$ cat config.mk
export PLATFORM = sky130hd
export DESIGN_NAME = bytecode_instruction_decoder
export DESIGN_NICKNAME = d
export VERILOG_FILES = /design/src/rtl/core/bid_pkg.sv /design/src/rtl/core/bid_cfg_regs.sv /design/src/rtl/core/bid_parser.sv /design/src/rtl/core/bytecode_instruction_decoder.sv
export SDC_FILE = /design/constraint.sdc
export NUM_CORES = 1
export LEC_CHECK = 0
export ABC_AREA = 1
export BUFFER_PORTS_ARGS = -buffer_cell sky130_fd_sc_hd__clkbuf_2
export CORE_ASPECT_RATIO = 1.2
export CORE_MARGIN = 2
export CORE_UTILIZATION = 45
export CTS_CLUSTER_SIZE = 8
export DETAILED_ROUTE_END_ITERATION = 16
export HOLD_SLACK_MARGIN = 0.08
export PLACE_DENSITY = 0.64
export SYNTH_ARGS = -nofsm -noshare
export SYNTH_HDL_FRONTEND = slang
export SYNTH_SLANG_ARGS = --single-unit
$ cat constraint.sdc
create_clock -name clk -period 3.3 [get_ports clk]
set_input_delay 0.33 -clock clk [delete_from_list [all_inputs] [get_ports clk]]
set_output_delay 0.33 -clock clk [all_outputs]
set_load 0.01 [all_outputs]
$ cat src/rtl/core/bid_pkg.sv
// ----------------------------------------------------------------------------
// bid_pkg
// Shared types and constants for the bytecode instruction decoder.
// ----------------------------------------------------------------------------
package bid_pkg;

	localparam int unsigned BYTE_W   = 8;
	localparam int unsigned HALF_W   = 16;
	localparam int unsigned ARG_W    = 32;
	localparam int unsigned CFG_W    = 8;
	localparam int unsigned CFG_IDX_W = 1;

	localparam logic [BYTE_W-1:0] STOP_OPCODE       = 8'd0;
	localparam logic [CFG_W-1:0]  THRESHOLD_RESET   = 8'd90;
	localparam logic [CFG_W-1:0]  EXT_OPCODE_RESET  = 8'd145;

	localparam logic [CFG_IDX_W-1:0] CFG_THRESHOLD  = 1'b0;
	localparam logic [CFG_IDX_W-1:0] CFG_EXT_OPCODE = 1'b1;

	typedef struct packed {
		logic [BYTE_W-1:0] code_byte;
		logic              end_of_code;
	} in_word_t;

	typedef struct packed {
		logic [BYTE_W-1:0]       opcode_out;
		logic signed [ARG_W-1:0] argument;
		logic                    has_argument;
		logic [HALF_W-1:0]       instr_offset;
		logic                    truncated;
	} out_word_t;

	typedef struct packed {
		logic [CFG_W-1:0] have_argument_threshold;
		logic [CFG_W-1:0] extended_opcode;
	} cfg_t;

	typedef enum logic [5:0] {
		PH_OPCODE = 6'b000001,
		PH_EXT_LO = 6'b000010,
		PH_EXT_HI = 6'b000100,
		PH_EXT_OP = 6'b001000,
		PH_ARG_LO = 6'b010000,
		PH_ARG_HI = 6'b100000
	} phase_t;

endpackage

$ cat src/rtl/core/bid_cfg_regs.sv
// ----------------------------------------------------------------------------
// bid_cfg_regs
// Configuration registers: argument threshold and extension prefix opcode.
// ----------------------------------------------------------------------------
module bid_cfg_regs import bid_pkg::*; (
	input  logic                 clk,
	input  logic                 arst_n,
	input  logic                 cfg_we,
	input  logic [CFG_IDX_W-1:0] cfg_index,
	input  logic [CFG_W-1:0]     cfg_data,
	output cfg_t                 cfg
);

	cfg_t cfg_q;

	always_ff @(posedge clk or negedge arst_n) begin
		if (!arst_n) begin
			cfg_q.have_argument_threshold <= THRESHOLD_RESET;
			cfg_q.extended_opcode         <= EXT_OPCODE_RESET;
		end else if (cfg_we) begin
			unique case (cfg_index)
				CFG_THRESHOLD:  cfg_q.have_argument_threshold <= cfg_data;
				CFG_EXT_OPCODE: cfg_q.extended_opcode         <= cfg_data;
				default:        cfg_q <= cfg_q;
			endcase
		end
	end

	assign cfg = cfg_q;

endmodule

$ cat src/rtl/core/bid_parser.sv
// ----------------------------------------------------------------------------
// bid_parser
// Parse state machine and result register: one byte word per cycle unless a result waits on a stalled output.
// ----------------------------------------------------------------------------
module bid_parser import bid_pkg::*; (
	input  logic      clk,
	input  logic      arst_n,
	input  cfg_t      cfg,
	input  logic      valid_s1,
	input  in_word_t  word_s1,
	output logic      take,
	output logic      out_valid,
	input  logic      out_stall,
	output out_word_t out_word
);

	phase_t            phase_q, phase_n;
	logic [HALF_W-1:0] upper_q, upper_n;
	logic [BYTE_W-1:0] held_op_q, held_op_n;
	logic [BYTE_W-1:0] low_q, low_n;
	logic [HALF_W-1:0] offset_q, offset_n;
	logic [HALF_W-1:0] start_q, start_n;
	logic              emit;
	out_word_t         res;
	logic              out_valid_q;
	out_word_t         out_word_q;
	logic [HALF_W-1:0] low16;
	logic [BYTE_W-1:0] b;

	assign take  = valid_s1 && (!emit || !out_valid_q || !out_stall);
	assign b     = word_s1.code_byte;
	assign low16 = {b, low_q};

	always_comb begin
		phase_n   = phase_q;
		upper_n   = upper_q;
		held_op_n = held_op_q;
		low_n     = low_q;
		offset_n  = offset_q;
		start_n   = start_q;
		emit      = 1'b0;
		res       = '0;
		if (word_s1.end_of_code) begin
			emit             = 1'b1;
			res.opcode_out   = STOP_OPCODE;
			res.truncated    = (phase_q != PH_OPCODE);
			res.instr_offset = (phase_q != PH_OPCODE) ? start_q : offset_q;
			phase_n          = PH_OPCODE;
			upper_n          = '0;
			offset_n         = '0;
		end else begin
			offset_n = offset_q + HALF_W'(1);
			unique case (phase_q)
				PH_OPCODE, PH_EXT_OP: begin
					if (phase_q == PH_OPCODE)
						start_n = offset_q;
					if (phase_q == PH_OPCODE && b == cfg.extended_opcode) begin
						phase_n = PH_EXT_LO;
					end else begin
						held_op_n = b;
						if (b >= cfg.have_argument_threshold) begin
							phase_n = PH_ARG_LO;
						end else begin
							emit             = 1'b1;
							res.opcode_out   = b;
							res.instr_offset = start_n;
							phase_n          = PH_OPCODE;
							upper_n          = '0;
						end
					end
				end
				PH_EXT_LO: begin
					upper_n = {{(HALF_W-BYTE_W){1'b0}}, b};
					phase_n = PH_EXT_HI;
				end
				PH_EXT_HI: begin
					upper_n = {b, upper_q[BYTE_W-1:0]};
					phase_n = PH_EXT_OP;
				end
				PH_ARG_LO: begin
					low_n   = b;
					phase_n = PH_ARG_HI;
				end
				PH_ARG_HI: begin
					emit             = 1'b1;
					res.opcode_out   = held_op_q;
					res.has_argument = 1'b1;
					res.instr_offset = start_q;
					if (upper_q == '0)
						res.argument = {{(ARG_W-HALF_W){low16[HALF_W-1]}}, low16};
					else
						res.argument = {upper_q, low16};
					phase_n          = PH_OPCODE;
					upper_n          = '0;
				end
				default: begin
					phase_n = PH_OPCODE;
					upper_n = '0;
				end
			endcase
		end
	end

	always_ff @(posedge clk or negedge arst_n) begin
		if (!arst_n) begin
			phase_q  <= PH_OPCODE;
			upper_q  <= '0;
			offset_q <= '0;
			start_q  <= '0;
		end else if (take) begin
			phase_q  <= phase_n;
			upper_q  <= upper_n;
			offset_q <= offset_n;
			start_q  <= start_n;
		end
	end

	always_ff @(posedge clk) begin
		if (take) begin
			held_op_q <= held_op_n;
			low_q     <= low_n;
		end
	end

	always_ff @(posedge clk or negedge arst_n) begin
		if (!arst_n) begin
			out_valid_q <= 1'b0;
		end else if (take && emit) begin
			out_valid_q <= 1'b1;
		end else if (!out_stall) begin
			out_valid_q <= 1'b0;
		end
	end

	always_ff @(posedge clk) begin
		if (take && emit)
			out_word_q <= res;
	end

	assign out_valid = out_valid_q;
	assign out_word  = out_word_q;

endmodule

$ cat src/rtl/core/bytecode_instruction_decoder.sv
// ----------------------------------------------------------------------------
// bytecode_instruction_decoder
// Assembles instructions from a stream of code bytes.
// ----------------------------------------------------------------------------
// Byte channel (byte_valid/byte_stall/byte_word): one code byte or an end
// marker per word. Instruction channel (instr_valid/instr_stall/instr_word):
// one word per completed instruction or end marker.
// A byte word is registered in the input register on acceptance and parsed in
// the next cycle; the result word that it completes passes through the result
// register to instr_valid. One byte word per cycle is sustained while
// instr_stall is low; the parse state machine and its result register set that figure.
// While instr_stall holds a result, byte words that complete no instruction are
// still parsed and taken; byte_stall rises only once the word in the input
// register would need the occupied result register.
// Reset clears the parse state, the offset counter and both channels' valid
// flags, and restores the threshold (90) and prefix opcode (145). The config
// port writes a register on any cycle with cfg_we high.
// ----------------------------------------------------------------------------
module bytecode_instruction_decoder import bid_pkg::*; (
	input  logic                 clk,
	input  logic                 arst_n,
	input  logic                 byte_valid,
	output logic                 byte_stall,
	input  in_word_t             byte_word,
	output logic                 instr_valid,
	input  logic                 instr_stall,
	output out_word_t            instr_word,
	input  logic                 cfg_we,
	input  logic [CFG_IDX_W-1:0] cfg_index,
	input  logic [CFG_W-1:0]     cfg_data
);

	cfg_t     cfg;
	logic     valid_s1;
	in_word_t word_s1;
	logic     take;

	bid_cfg_regs u_cfg (
		.clk       (clk),
		.arst_n    (arst_n),
		.cfg_we    (cfg_we),
		.cfg_index (cfg_index),
		.cfg_data  (cfg_data),
		.cfg       (cfg)
	);

	assign byte_stall = valid_s1 && !take;

	always_ff @(posedge clk or negedge arst_n) begin
		if (!arst_n) begin
			valid_s1 <= 1'b0;
		end else if (!byte_stall) begin
			valid_s1 <= byte_valid;
		end
	end

	always_ff @(posedge clk) begin
		if (!byte_stall && byte_valid)
			word_s1 <= byte_word;
	end

	bid_parser u_parser (
		.clk       (clk),
		.arst_n    (arst_n),
		.cfg       (cfg),
		.valid_s1  (valid_s1),
		.word_s1   (word_s1),
		.take      (take),
		.out_valid (instr_valid),
		.out_stall (instr_stall),
		.out_word  (instr_word)
	);

	a_stall_needs_word: assert property (@(posedge clk) disable iff (!arst_n)
		byte_stall |-> valid_s1)
		else $error("byte_stall with empty input register");

	a_end_gives_stop: assert property (@(posedge clk) disable iff (!arst_n)
		take && word_s1.end_of_code |=>
			instr_valid && instr_word.opcode_out == STOP_OPCODE &&
			!instr_word.has_argument)
		else $error("end marker did not produce a stop word");

	a_no_arg_zero: assert property (@(posedge clk) disable iff (!arst_n)
		instr_valid && !instr_word.has_argument |-> instr_word.argument == '0)
		else $error("argument set on word without argument");

endmodule

==> run_results.csv <==
group,metric,value,unit
run_status,status,"completed",
floorplan,die_w,121,µm
synth,yosysTopAreaCellShare,34.0,%
synth,yosysWarnings,0,
setup_path,crit_path_end_kind,"output port",
synth,synth_top_family_by_area,"simple AND/OR/NAND/NOR gates",
synth,synthXorXnorAreaFrac,1.79,%
drt,antenna_left,0,
placement,dp_cells,1041,
clocking,tritoncts,"yes",
drt,routedWlPerCell,15.2,µm
synth,synth_compound_area_share,7.90,%
clocking,root_buffer,"clkbuf_16",
floorplan,initial_core_util,45.6,%
power_and_ir_drop,p_leak,3.86,nW
floorplan,coreArea,16100,µm²
global_routing,grt_max_degree,73,
min_path,hold_class,"input port to async pin",
power_and_ir_drop,max-vdd-ir-drop,389,µV
sta,rsz0062_at_grt,"no",
setup_path,reg2reg_depth,12,
cells_and_area,num_antenna_cells,0,
global_routing,track_usage,19.8,%
synth,synth-seq-cells,155,
global_routing,antenna_found_initial,0,
power_and_ir_drop,combPwrFrac,22.9,%
sta,hold-worst-slack,0.0964,ns
cells_and_area,final_core_util,53.3,%
setup_path,regToRegSetupSlack,0.59,ns
drt,dr.max_layer_used,"met4",
drt,viasPerCell,5.03,
synth,synth-edff-count,83,
cells_and_area,nets,885,
drt,num_vias,5420,
clocking,cts_setup_buffers,0,
synth,postSynth.asyncResetShare,46.5,%
synth,syn-instance-count,766,
floorplan,die_h,144,µm
drt,met2_length,7990,µm
setup_path,arrival,2.74,ns
run,cap_violations,0,
clocking,clk_latency,0.42,ns
placement,dp_hpwl,11200,µm
synth,synthTopCellsByCount,"nand2_1, inv_1, edfxtp_1",
synth,synth_cell_types,38,
synth,synthesis.area,7330,µm²
sta,tns,0,ns
sta,fmax,326,MHz
clocking,cts.clk_slew.worst_paths,0.07,ns
sta,hold_violations,0,
sta,tightestPinTransition,0.943,ns
sta,post-route-min-period,3.07,ns
synth,ys_top_cells_by_area,"edfxtp_1, dfrtp_1, nand2_1",
cells_and_area,design_area,8570,µm²
cells_and_area,finalNonFillerCells,1078,
power_and_ir_drop,swShare,32.5,%
drt,wl_met1,7400,µm
floorplan,rows,51,
synth,muxShareOfSynthArea,0,%
floorplan,die-area,17300,µm²
power_and_ir_drop,clkPwrFrac,32.2,%
sta,worst_slack,0.235,ns
sta,setup_viol,0,
setup_path,start_kind,"register",
synth,syn-num-nets,798,
sta,fin_crit_sh,92.9,%
synth,synth_most_common_cell,"nand2_1",
setup_path,critical_path_class,"register to output port",
synth,yosys.area_share.adder,1.54,%
synth,ys_seq_area_share,58.7,%
drt,wl_met3,674,µm
power_and_ir_drop,finalPower,5.71,mW
drt,drt-total-wl,16400,µm
synth,syn_area_per_cell,9.57,µm²
clocking,htreeDepth,4,
global_routing,overflow,0,
power_and_ir_drop,p_per_area,667,nW/µm²
sta,fin_skew,0.0116,ns
synth,synth-simple-area-share,22.7,%
global_routing,grt_pass1_wl,26800,µm
power_and_ir_drop,p_int,3.85,mW
clocking,clk_path_buf_depth,2,
power_and_ir_drop,power_frac_seq,44.8,%
placement,pre_cts_ws,0.583,ns
cells_and_area,drive_gt1_share,22.6,%
sta,slew_headroom,37.1,%
floorplan,ioPinCount,83,
clocking,cts_sinks,155,
drt,drc,0,
power_and_ir_drop,switching_power,1.86,mW
setup_path,cp.required,2.97,ns
placement,port_buffers,82,
placement,gp_congestion,0.834,
global_routing,grt_pass1_vias,5190,
sta,slew_violations,0,
placement,placed_area,7950,µm²
drt,drtIter0Drc,382,
setup_path,path_max_fanout,37,
drt,first_pass_iters,5,
synth,yosysTopAreaCell,"edfxtp_1",
clocking,cts_made_buffers,17,
cells_and_area,area_growth,16.9,%
synth,ys.flop_type,"edfxtp_1",
-- kinds of logic (layout without fill, tap and decap cells) --
family          Yosys count  in the layout
fa+ha+maj                 9              9
simple gates            345            345
xor+xnor                 15             15
flops                   155            155
compound gates          111            111
buf+inv                 131            231
-- critical path, cell delays in order, from the launching register on --
cell      delay [ns]
edfxtp_1        0.52
ha_1            0.35
a21o_1          0.18
nor2_1          0.13
nand2_1         0.08
nor2_2          0.17
nand3_2         0.12
nand2_2         0.09
nand2_2         0.06
buf_4           0.26
nor2_1          0.17
clkbuf_2        0.17
-- worst paths after layout --
check                                          start              endpoint
worst min register to register  u_parser.upper_q[15]  u_parser.upper_q[15]
worst max-delay path                      word_s1[8]            byte_stall
min in group clk                        byte_word[2]            word_s1[2]
max in group asynchronous                     arst_n  u_parser.upper_q[10]
worst max register to register            word_s1[8]            word_s1[6]
worst min-delay path                          arst_n          u_cfg.cfg[2]
-- layout by cell type, fill, tap and decap left out, types with 25 or more instances in the layout --
cell      Yosys  routed
nand2_1     163     163
inv_1        90      89
edfxtp_1     83      83
clkbuf_2      1      81
o21ai_0      69      69
dfrtp_1      64      64
nor2_1       50      49
nand4_1      44      44
nand3_1      29      29
or2_2        25      25
-- registers in the layout, indices dropped and copies added, names as in the netlist --
| register | cells |
|---|---|
| u_parser.phase_q | 6 |
| valid_s1 | 1 |
| u_parser.start_q | 16 |
| u_parser.out_word | 58 |
| word_s1 | 9 |
| u_parser.low_q | 8 |
| u_cfg.cfg | 16 |
| u_parser.out_valid | 1 |
| u_parser.held_op_q | 8 |
| u_parser.offset_q | 16 |
| u_parser.upper_q | 16 |
-- cell type report --
type | instances | area (µm²)
inverters | 98 | 370
fillers | 1507 | 7510
clock buffers | 18 | 450
clock inverters | 14 | 109
well taps | 212 | 265
flip-flops and latches | 155 | 4300
repair buffers | 101 | 578
multi-input cells | 480 | 2490
-- what timing repair did --
action,4_1_cts,5_1_grt
gates resized for setup,0,1
hold endpoints to repair,3,2
setup endpoints to repair,0,1
hold buffers,3,2
-- metal layers --
layer / vias to the layer above / GRT usage (%)
li1: 2726 / -
met1: 2543 / 25.5
met2: 130 / 33.4
met3: 21 / 3.77
met4: 0 / 7.34
met5: - / 0
-- power groups by stage --
stage | clock network (mW) | logic (mW) | registers [mW]
finish | 1.84 | 1.31 | 2.56
global route | 1.97 | 1.48 | 2.59
CTS | 1.86 | 1.31 | 2.56
detailed placement | 0 | 1.30 | 2.59
global placement | 0 | 1.29 | 2.59
floorplan | 0 | 0.868 | 2.62
Note: power is estimated with default switching activity, not from simulation.
